**src/hdl/spt_pkg.sv**
```systemverilog
// Shared constants, register indexes and the result word type for the
// four-channel servo PWM timer. No dependencies.
`default_nettype none

package spt_pkg;

    localparam int MAX_CHANNELS    = 4;
    localparam int CHANNELS_DEF    = 4;
    localparam int COUNT_WIDTH_DEF = 16;
    localparam int FIELD_W         = 16;
    localparam int CFG_INDEX_W     = 2;

    localparam logic [FIELD_W-1:0] PULSE_LIMIT  = 16'd1000;
    localparam logic [FIELD_W-1:0] COMPARE_BASE = 16'd19000;
    localparam logic [31:0]        PERIOD_RST   = 32'h0000_FFFF;

    localparam logic [CFG_INDEX_W-1:0] REG_PERIOD_RELOAD   = 2'd0;
    localparam logic [CFG_INDEX_W-1:0] REG_PRESCALE_DIVIDE = 2'd1;

    localparam logic CMD_TICK = 1'b0;
    localparam logic CMD_LOAD = 1'b1;

    typedef struct packed {
        logic [MAX_CHANNELS-1:0] level;
        logic [FIELD_W-1:0]      count;
        logic                    update;
    } result_t;

endpackage

`default_nettype wire

```
**src/hdl/spt_if.sv**
```systemverilog
// Handshake channels of the servo PWM timer: input word, result word and
// configuration write. Depends on spt_pkg.
`default_nettype none

interface spt_item_if;
    logic        valid;
    logic        ready;
    logic        cmd;
    logic [15:0] pulse_ch1;
    logic [15:0] pulse_ch2;
    logic [15:0] pulse_ch3;
    logic [15:0] pulse_ch4;

    modport source (output valid, cmd, pulse_ch1, pulse_ch2, pulse_ch3, pulse_ch4,
                    input ready);
    modport sink   (input valid, cmd, pulse_ch1, pulse_ch2, pulse_ch3, pulse_ch4,
                    output ready);
endinterface

interface spt_result_if;
    logic        valid;
    logic        ready;
    logic        level_ch1;
    logic        level_ch2;
    logic        level_ch3;
    logic        level_ch4;
    logic [15:0] count_value;
    logic        update_event;

    modport source (output valid, level_ch1, level_ch2, level_ch3, level_ch4,
                    count_value, update_event, input ready);
    modport sink   (input valid, level_ch1, level_ch2, level_ch3, level_ch4,
                    count_value, update_event, output ready);
endinterface

interface spt_cfg_if;
    logic                           valid;
    logic                           ready;
    logic [spt_pkg::CFG_INDEX_W-1:0] index;
    logic [15:0]                    data;

    modport source (output valid, index, data, input ready);
    modport sink   (input valid, index, data, output ready);
endinterface

`default_nettype wire

```
**src/hdl/spt_core.sv**
```systemverilog
// Timer state: config registers, prescaler, main counter, compare preload
// and active compares; builds the result word. Depends on spt_pkg.
`default_nettype none

module spt_core #(
    parameter int CHANNELS    = spt_pkg::CHANNELS_DEF,
    parameter int COUNT_WIDTH = spt_pkg::COUNT_WIDTH_DEF
) (
    input  wire logic                                   clk,
    input  wire logic                                   rst_n,
    input  wire logic                                   acc,
    input  wire logic                                   cmd,
    input  wire logic [spt_pkg::MAX_CHANNELS-1:0][15:0] pulse,
    input  wire logic                                   cfg_we,
    input  wire logic [spt_pkg::CFG_INDEX_W-1:0]        cfg_index,
    input  wire logic [15:0]                            cfg_data,
    output spt_pkg::result_t                            res
);

    logic [COUNT_WIDTH-1:0] period_reg;
    logic [15:0]            prescale_div_reg;
    logic [15:0]            prescale_reg;
    logic [15:0]            prescale_next;
    logic [COUNT_WIDTH-1:0] main_count_reg;
    logic [COUNT_WIDTH-1:0] main_count_next;
    logic [spt_pkg::MAX_CHANNELS-1:0][15:0] active_reg;
    logic [spt_pkg::MAX_CHANNELS-1:0][15:0] active_next;
    logic [spt_pkg::MAX_CHANNELS-1:0][15:0] preload_reg;
    logic [spt_pkg::MAX_CHANNELS-1:0][15:0] preload_next;
    logic                   wrapped;
    logic [31:0]            cfg_ext;
    logic [31:0]            count_ext;
    logic [15:0]            clamped;

    assign cfg_ext = 32'(cfg_data);

    always_comb
    begin
        prescale_next   = prescale_reg;
        main_count_next = main_count_reg;
        active_next     = active_reg;
        preload_next    = preload_reg;
        wrapped         = 1'b0;
        clamped         = '0;
        if (cmd == spt_pkg::CMD_LOAD)
        begin
            for (int i = 0; i < spt_pkg::MAX_CHANNELS; i++)
            begin
                clamped = (pulse[i] > spt_pkg::PULSE_LIMIT) ? spt_pkg::PULSE_LIMIT
                                                            : pulse[i];
                if (i < CHANNELS)
                begin
                    preload_next[i] = spt_pkg::COMPARE_BASE - clamped;
                end
            end
        end
        else if (prescale_reg >= prescale_div_reg)
        begin
            prescale_next = '0;
            if (main_count_reg >= period_reg)
            begin
                main_count_next = '0;
                wrapped         = 1'b1;
                active_next     = preload_reg;
            end
            else
            begin
                main_count_next = main_count_reg + COUNT_WIDTH'(1);
            end
        end
        else
        begin
            prescale_next = prescale_reg + 16'd1;
        end
    end

    assign count_ext = 32'(main_count_next);

    always_comb
    begin
        res.count  = count_ext[15:0];
        res.update = wrapped;
        for (int i = 0; i < spt_pkg::MAX_CHANNELS; i++)
        begin
            res.level[i] = (i < CHANNELS) && (count_ext >= 32'(active_next[i]));
        end
    end

    always_ff @(posedge clk or negedge rst_n)
    begin
        if (!rst_n)
        begin
            period_reg       <= spt_pkg::PERIOD_RST[COUNT_WIDTH-1:0];
            prescale_div_reg <= '0;
            prescale_reg     <= '0;
            main_count_reg   <= '0;
            active_reg       <= '0;
            preload_reg      <= '0;
        end
        else
        begin
            if (cfg_we && cfg_index == spt_pkg::REG_PERIOD_RELOAD)
            begin
                period_reg <= cfg_ext[COUNT_WIDTH-1:0];
            end
            if (cfg_we && cfg_index == spt_pkg::REG_PRESCALE_DIVIDE)
            begin
                prescale_div_reg <= cfg_data;
            end
            if (acc)
            begin
                prescale_reg   <= prescale_next;
                main_count_reg <= main_count_next;
                active_reg     <= active_next;
                preload_reg    <= preload_next;
            end
        end
    end

`ifndef SYNTHESIS
    a_load_holds_count: assert property (@(posedge clk) disable iff (!rst_n)
        acc && cmd == spt_pkg::CMD_LOAD |=> $stable(main_count_reg) && $stable(prescale_reg))
        else $error("load word moved the counter");
    a_wrap_to_zero: assert property (@(posedge clk) disable iff (!rst_n)
        acc && res.update |=> main_count_reg == '0 && prescale_reg == '0)
        else $error("update without counter wrap");
    a_update_only_on_tick: assert property (@(posedge clk) disable iff (!rst_n)
        res.update |-> cmd == spt_pkg::CMD_TICK)
        else $error("update flag on a load word");
`endif

endmodule

`default_nettype wire

```
**src/hdl/spt_out_buf.sv**
```systemverilog
// Output register with a skid stage so the input side is decoupled from
// result back-pressure. Depends on spt_pkg.
`default_nettype none

module spt_out_buf (
    input  wire logic             clk,
    input  wire logic             rst_n,
    input  wire logic             in_valid,
    output logic                  in_ready,
    input  wire spt_pkg::result_t in_data,
    output logic                  out_valid,
    input  wire logic             out_ready,
    output spt_pkg::result_t      out_data
);

    logic             out_valid_reg;
    logic             out_valid_next;
    spt_pkg::result_t out_data_reg;
    spt_pkg::result_t out_data_next;
    logic             skid_valid_reg;
    logic             skid_valid_next;
    spt_pkg::result_t skid_data_reg;
    spt_pkg::result_t skid_data_next;
    logic             in_fire;

    assign in_ready = !skid_valid_reg;
    assign in_fire  = in_valid && in_ready;

    always_comb
    begin
        out_valid_next  = out_valid_reg;
        out_data_next   = out_data_reg;
        skid_valid_next = skid_valid_reg;
        skid_data_next  = skid_data_reg;
        if (!out_valid_reg || out_ready)
        begin
            if (skid_valid_reg)
            begin
                out_valid_next  = 1'b1;
                out_data_next   = skid_data_reg;
                skid_valid_next = 1'b0;
            end
            else
            begin
                out_valid_next = in_fire;
                out_data_next  = in_data;
            end
        end
        else if (in_fire)
        begin
            skid_valid_next = 1'b1;
            skid_data_next  = in_data;
        end
    end

    always_ff @(posedge clk or negedge rst_n)
    begin
        if (!rst_n)
        begin
            out_valid_reg  <= 1'b0;
            skid_valid_reg <= 1'b0;
        end
        else
        begin
            out_valid_reg  <= out_valid_next;
            skid_valid_reg <= skid_valid_next;
        end
    end

    always_ff @(posedge clk)
    begin
        out_data_reg  <= out_data_next;
        skid_data_reg <= skid_data_next;
    end

    assign out_valid = out_valid_reg;
    assign out_data  = out_data_reg;

`ifndef SYNTHESIS
    a_skid_behind_out: assert property (@(posedge clk) disable iff (!rst_n)
        skid_valid_reg |-> out_valid_reg)
        else $error("skid word without output word");
    a_skid_only_on_stall: assert property (@(posedge clk) disable iff (!rst_n)
        $rose(skid_valid_reg) |-> $past(out_valid_reg && !out_ready && in_fire))
        else $error("skid filled without a stall");
    a_out_held_on_stall: assert property (@(posedge clk) disable iff (!rst_n)
        out_valid_reg && !out_ready |=> out_valid_reg && $stable(out_data_reg))
        else $error("output word changed while stalled");
`endif

endmodule

`default_nettype wire

```
**src/hdl/servo_pwm_timer_4ch.sv**
```systemverilog
// Four-channel servo PWM timer, top level. Depends on spt_pkg, spt_if,
// spt_core and spt_out_buf.
//
// item   : input words; cmd 0 advances the prescaler by one tick, cmd 1
//          preloads the compares from the clamped pulse values.
// result : one word per input word: channel levels, counter value and the
//          update flag.
// cfg    : register writes, index 0 period_reload, index 1 prescale_divide;
//          always ready, taken at once. Other indexes are ignored.
// Throughput: one word per cycle unless the result side stalls; the whole
// step is one pass of logic from the timer registers into the output register.
// Output: each result is registered in the output register, or the skid on a stall.
// Stall: a skid stage holds one more word, so item.ready drops only once a
// second result waits behind a stalled output.
// Reset: counters, compares and handshake state clear; period_reload comes
// out at all ones and prescale_divide at zero.
`default_nettype none

module servo_pwm_timer_4ch #(
    parameter int CHANNELS    = spt_pkg::CHANNELS_DEF,
    parameter int COUNT_WIDTH = spt_pkg::COUNT_WIDTH_DEF
) (
    input  wire logic     clk,
    input  wire logic     rst_n,
    spt_item_if.sink      item,
    spt_result_if.source  result,
    spt_cfg_if.sink       cfg
);

    logic                                   acc;
    logic                                   buf_ready;
    logic [spt_pkg::MAX_CHANNELS-1:0][15:0] pulse;
    spt_pkg::result_t                       core_res;
    spt_pkg::result_t                       out_res;

    assign item.ready = buf_ready;
    assign acc        = item.valid && buf_ready;
    assign cfg.ready  = 1'b1;

    assign pulse[0] = item.pulse_ch1;
    assign pulse[1] = item.pulse_ch2;
    assign pulse[2] = item.pulse_ch3;
    assign pulse[3] = item.pulse_ch4;

    spt_core #(
        .CHANNELS    (CHANNELS),
        .COUNT_WIDTH (COUNT_WIDTH)
    ) u_core (
        .clk       (clk),
        .rst_n     (rst_n),
        .acc       (acc),
        .cmd       (item.cmd),
        .pulse     (pulse),
        .cfg_we    (cfg.valid),
        .cfg_index (cfg.index),
        .cfg_data  (cfg.data),
        .res       (core_res)
    );

    spt_out_buf u_out_buf (
        .clk       (clk),
        .rst_n     (rst_n),
        .in_valid  (item.valid),
        .in_ready  (buf_ready),
        .in_data   (core_res),
        .out_valid (result.valid),
        .out_ready (result.ready),
        .out_data  (out_res)
    );

    assign result.level_ch1    = out_res.level[0];
    assign result.level_ch2    = out_res.level[1];
    assign result.level_ch3    = out_res.level[2];
    assign result.level_ch4    = out_res.level[3];
    assign result.count_value  = out_res.count;
    assign result.update_event = out_res.update;

endmodule

`default_nettype wire

```
**src/flat_wrapper.sv**
```systemverilog
// flat-port wrapper written by rule: the top's interface ports become plain ports
module servo_pwm_timer_4ch_flat 
#(
    parameter int CHANNELS    = spt_pkg::CHANNELS_DEF,
    parameter int COUNT_WIDTH = spt_pkg::COUNT_WIDTH_DEF
)
  (clk, rst_n, item_valid, item_cmd, item_pulse_ch1, item_pulse_ch2, item_pulse_ch3, item_pulse_ch4, item_ready, result_valid, result_level_ch1, result_level_ch2, result_level_ch3, result_level_ch4, result_count_value, result_update_event, result_ready, cfg_valid, cfg_index, cfg_data, cfg_ready);
  spt_item_if item_i ();
  spt_result_if result_i ();
  spt_cfg_if cfg_i ();
  input  wire logic clk;
  input  wire logic rst_n;
  input wire logic [$bits(item_i.valid)-1:0] item_valid;
  input wire logic [$bits(item_i.cmd)-1:0] item_cmd;
  input wire logic [$bits(item_i.pulse_ch1)-1:0] item_pulse_ch1;
  input wire logic [$bits(item_i.pulse_ch2)-1:0] item_pulse_ch2;
  input wire logic [$bits(item_i.pulse_ch3)-1:0] item_pulse_ch3;
  input wire logic [$bits(item_i.pulse_ch4)-1:0] item_pulse_ch4;
  output wire logic [$bits(item_i.ready)-1:0] item_ready;
  output wire logic [$bits(result_i.valid)-1:0] result_valid;
  output wire logic [$bits(result_i.level_ch1)-1:0] result_level_ch1;
  output wire logic [$bits(result_i.level_ch2)-1:0] result_level_ch2;
  output wire logic [$bits(result_i.level_ch3)-1:0] result_level_ch3;
  output wire logic [$bits(result_i.level_ch4)-1:0] result_level_ch4;
  output wire logic [$bits(result_i.count_value)-1:0] result_count_value;
  output wire logic [$bits(result_i.update_event)-1:0] result_update_event;
  input wire logic [$bits(result_i.ready)-1:0] result_ready;
  input wire logic [$bits(cfg_i.valid)-1:0] cfg_valid;
  input wire logic [$bits(cfg_i.index)-1:0] cfg_index;
  input wire logic [$bits(cfg_i.data)-1:0] cfg_data;
  output wire logic [$bits(cfg_i.ready)-1:0] cfg_ready;
  assign item_i.valid = item_valid;
  assign item_i.cmd = item_cmd;
  assign item_i.pulse_ch1 = item_pulse_ch1;
  assign item_i.pulse_ch2 = item_pulse_ch2;
  assign item_i.pulse_ch3 = item_pulse_ch3;
  assign item_i.pulse_ch4 = item_pulse_ch4;
  assign item_ready = item_i.ready;
  assign result_valid = result_i.valid;
  assign result_level_ch1 = result_i.level_ch1;
  assign result_level_ch2 = result_i.level_ch2;
  assign result_level_ch3 = result_i.level_ch3;
  assign result_level_ch4 = result_i.level_ch4;
  assign result_count_value = result_i.count_value;
  assign result_update_event = result_i.update_event;
  assign result_i.ready = result_ready;
  assign cfg_i.valid = cfg_valid;
  assign cfg_i.index = cfg_index;
  assign cfg_i.data = cfg_data;
  assign cfg_ready = cfg_i.ready;
  servo_pwm_timer_4ch #(.CHANNELS(CHANNELS), .COUNT_WIDTH(COUNT_WIDTH)) u_core (.clk(clk), .rst_n(rst_n), .item(item_i), .result(result_i), .cfg(cfg_i));
endmodule
```
**config.mk**
```make
export PLATFORM = sky130hd
export DESIGN_NAME = servo_pwm_timer_4ch_flat
export DESIGN_NICKNAME = d
export VERILOG_FILES = /design/src/hdl/spt_pkg.sv /design/src/hdl/spt_if.sv /design/src/hdl/spt_core.sv /design/src/hdl/spt_out_buf.sv /design/src/hdl/servo_pwm_timer_4ch.sv /design/src/flat_wrapper.sv
export SDC_FILE = /design/constraint.sdc
export NUM_CORES = 1
export LEC_CHECK = 0
export BUFFER_PORTS_ARGS = -buffer_cell sky130_fd_sc_hd__buf_2
export CORE_UTILIZATION = 44
export DETAILED_ROUTE_END_ITERATION = 6
export HOLD_SLACK_MARGIN = 0.08
export PLACE_DENSITY = 0.68
export REMOVE_ABC_BUFFERS = 1
export SLEW_MARGIN = 10
export SYNTH_ARGS = -nofsm -noshare
export SYNTH_HDL_FRONTEND = slang
export SYNTH_SLANG_ARGS = --single-unit
```
**constraint.sdc**
```tcl
create_clock -name clk -period 4.41 [get_ports clk]
set_input_delay 0.441 -clock clk [delete_from_list [all_inputs] [get_ports clk]]
set_output_delay 0.441 -clock clk [all_outputs]
set_load 0.01 [all_outputs]
```
==> impl_metrics.json <==
{
  "syn_avg_cell_area_um2": 11.1,
  "netlist_instances": 1205,
  "switching_share_pct": 30.9,
  "ys.flop_type": "dfrtp_1",
  "fin_crit_ns": 4.37,
  "peakVddDrop_mv": 0.320,
  "fmax_ghz": 0.229,
  "synthMuxAreaShare_pct": 15.2,
  "met3_length_mm": 1.34,
  "synth_edf_count": 42,
  "worstPathBufferInverterCount": 2,
  "cp_top_family": "compound AO/OA/AOI/OAI gates",
  "worstPathArrival_ns": 4.65,
  "area_growth_pct": 18.1,
  "clk_pin_slew_worst_paths_ns": 0.06,
  "holdWs_ns": 0.146,
  "multiInputGateArea_um2": 6920,
  "highest_layer": "met4",
  "synth_cell_types": 61,
  "core_um2": 29700,
  "clock-root-buffer": "clkbuf_16",
  "cpPeakStageDelay_ns": 0.45,
  "rsz0062_at_grt": "yes",
  "antenna_left": 0,
  "die_area_um2": 31000,
  "ys_ff_latch": 236,
  "drc_errors": 0,
  "fill_cells": 2610,
  "port_buffers": 110,
  "worstMarginPinSlew_ns": 0.930,
  "fin_tns_setup_ns": 0,
  "p_leak_nw": 7.75,
  "routed_wl_mm": 30.9,
  "initial_utilization_pct": 44.9,
  "drive_gt1_share_pct": 27.2,
  "insertion_delay_ns": 0.53,
  "p_seq_share_pct": 39.0,
  "place_ws_ns": -0.137,
  "synth_top_area_share_pct": 33.4,
  "grt_pass1_wl_mm": 49.7,
  "wl_per_cell_um": 17.4,
  "report.final.slew_viol_count": 0,
  "power_density_nw_per_um2": 446,
  "synth.most_common_cell": "dfrtp_1",
  "clkPwrFrac_pct": 31.4,
  "hp-class": "input pin to flip-flop",
  "num_rows": 63,
  "synth_top_family_by_area": "multiplexers",
  "end_kind": "flip-flop",
  "hpwlAfterDp_mm": 21.6,
  "setup_slack_ns": 0.0432,
  "cts.sinks": 236,
  "vias": 9675,
  "finalHoldViolCount": 0,
  "numCtsBuffers": 28,
  "grt.overflow.total": 0,
  "critPathRequiredTime_ns": 4.69,
  "drt-pass1-iter-count": 5,
  "wl_met1_mm": 14.2,
  "synth_xor_area_share_pct": 2.36,
  "outcome": "completed",
  "synth_compound_area_share_pct": 11.7,
  "fin_worst_skew_ns": 0.0110,
  "antenna_found_initial": 0,
  "avgViaCountPerCell": 5.43,
  "wl_met2_mm": 14.5,
  "dp_cells": 1724,
  "cp_slowest_cell": "or4_4",
  "die_w_um": 176,
  "netlist_area_um2": 13400,
  "grt_max_degree": 91,
  "switchingPower_mw": 2.17,
  "tritoncts": "yes",
  "synth-seq-area-share_pct": 46.0,
  "slew_headroom_pct": 37.8,
  "async_reset_ff_share_pct": 82.2,
  "cp-start-kind": "flip-flop",
  "setup_viol": 0,
  "final_cells": 1781,
  "diodes": 0,
  "setup.worst_path.class": "flip-flop to flip-flop",
  "synth_fa_ha_area_share_pct": 9.56,
  "pwr-share-comb_pct": 29.5,
  "crit_fanout": 9,
  "grtUsageTotal_pct": 20.0,
  "synth_simple_gate_area_share_pct": 11.6,
  "place.gp.congestion": 0.855,
  "seq_area_um2": 6140,
  "ys_warn_count": 0,
  "cts.path.max_buffers": 3,
  "crit_chain": "inv_1 > ha_1 > nand4_1 > or3_1 > or4_4 > a41oi_4 > buf_12 > a21boi_2 > o2bb2ai_4 > ha_1 > a21o_1 > a21o_1 > a21oi_2 > nor3b_2 > o211ai_1 > a221o_1 > mux2_2",
  "top_level_ports": 112,
  "synth_common_cells": "dfrtp_1 (178), nand2_1 (126), ha_1 (102), o21ai_0 (75)",
  "grt_pass1_vias": 9728,
  "fin_crit_sh_pct": 99.0,
  "max-cap-violations": 0,
  "synth_area_leaders": "dfrtp_1 (33%), ha_1 (9.6%), edfxtp_1 (9.4%)",
  "final_nets": 1559,
  "drtIter0Drc": 523,
  "cts.htree.levels": 1,
  "synth_top_cell_by_area": "dfrtp_1",
  "p_int_mw": 4.87,
  "fp.dieH_um": 176
}
-- layout make-up --
class	instances	share of cell area, %
clock buffer	40	5.06
clock inverter	12	0.564
inverter	51	1.21
multi-input combinational	873	43.9
sequential	236	38.9
tap	390	3.10
timing repair buffer	179	7.27
-- worst reg2reg max path, cell delays in order, from the launching register on --
cell	delay, ns
dfrtp_1	0.35
inv_1	0.05
ha_1	0.30
nand4_1	0.13
or3_1	0.38
or4_4	0.45
a41oi_4	0.21
buf_12	0.17
a21boi_2	0.20
o2bb2ai_4	0.11
ha_1	0.32
a21o_1	0.19
a21o_1	0.19
a21oi_2	0.16
nor3b_2	0.19
o211ai_1	0.11
a221o_1	0.35
mux2_2	0.26
-- cell families (layout without fill, tap and decap cells) --
| family | after synthesis | after routing |
|---|---|---|
| other | 1 | 1 |
| buffers and inverters | 97 | 282 |
| muxes | 167 | 167 |
| and+or+nand+nor | 323 | 324 |
| xor gates and xnor gates | 36 | 36 |
| AOI/OAI and AO/OA | 243 | 243 |
| adders and majority gates | 102 | 102 |
| DFF | 236 | 236 |
-- cell usage in the layout (no fill, tap or decap), types with 16 or more instances in the layout --
master / synthesis / final
clkbuf_16: 0 / 30
inv_1: 50 / 49
buf_2: 7 / 109
nand3_1: 17 / 17
dfstp_2: 16 / 16
nor2_1: 61 / 61
a21oi_1: 41 / 36
edfxtp_1: 42 / 42
dfrtp_1: 178 / 178
nand2_1: 126 / 124
mux2_2: 46 / 46
a21o_1: 33 / 33
nand2b_1: 21 / 21
buf_4: 2 / 61
ha_1: 102 / 102
xnor2_1: 19 / 19
xor2_1: 17 / 17
and2_1: 16 / 16
o21ai_0: 75 / 72
mux2i_1: 61 / 59
o31ai_1: 18 / 18
mux2_4: 60 / 60
-- metal layers --
metal,vias up,track usage [%]
li1,4689,-
met3,60,3.25
met1,4726,27.0
met2,200,32.9
met5,-,0
met4,0,6.23
-- metrics by stage --
step	util (%)	power [mW]	cell area [µm²]
5_1_grt	53.0	7.43	15800
6_report	53.0	7.04	15800
3_5_place_dp	49.3	4.73	14700
3_3_place_gp	49.3	4.66	14700
2_1_floorplan	-	3.97	13100
4_1_cts	52.7	7.01	15600
-- timing repair --
| item | 4_1_cts | 5_1_grt |
|---|---|---|
| hold buffers | 1 | 0 |
| pin swaps | 1 | 5 |
| cloned | 0 | 2 |
| endpoints found under the setup margin | 5 | 6 |
| endpoints found under the hold margin | 72 | 0 |
| buffers inserted | 0 | 2 |
| gates resized for setup | 20 | 22 |
-- power groups by stage --
stage	logic (mW)	registers, mW	clock network [mW]
2_1_floorplan	1.23	2.74	0
3_3_place_gp	1.90	2.77	0
3_5_place_dp	1.95	2.78	0
4_1_cts	2.01	2.74	2.26
5_1_grt	2.31	2.78	2.34
6_report	2.08	2.75	2.21
-- worst paths after layout --
| kind | startpoint | to | slack, ns | cells after the start |
|---|---|---|---|---|
| worst max register to register | u_core.u_core.prescale_div_reg[13] | u_core.u_out_buf.out_data[19] | 0.04 | 17 |
| max in group asynchronous | rst_n | u_core.u_core.main_count_reg[10] | 2.98 | 3 |
| min in group asynchronous | rst_n | u_core.u_core.prescale_div_reg[4] | 0.51 | 2 |
| worst min-delay path | cfg_data[13] | u_core.u_core.period_reg[13] | 0.15 | 3 |
| worst min register to register | u_core.u_core.preload_reg[62] | u_core.u_core.preload_reg[62] | 0.49 | 1 |
| worst max-delay path | u_core.u_core.prescale_div_reg[13] | u_core.u_out_buf.out_data[19] | 0.04 | 17 |
Power figures use the tool's default switching activity.
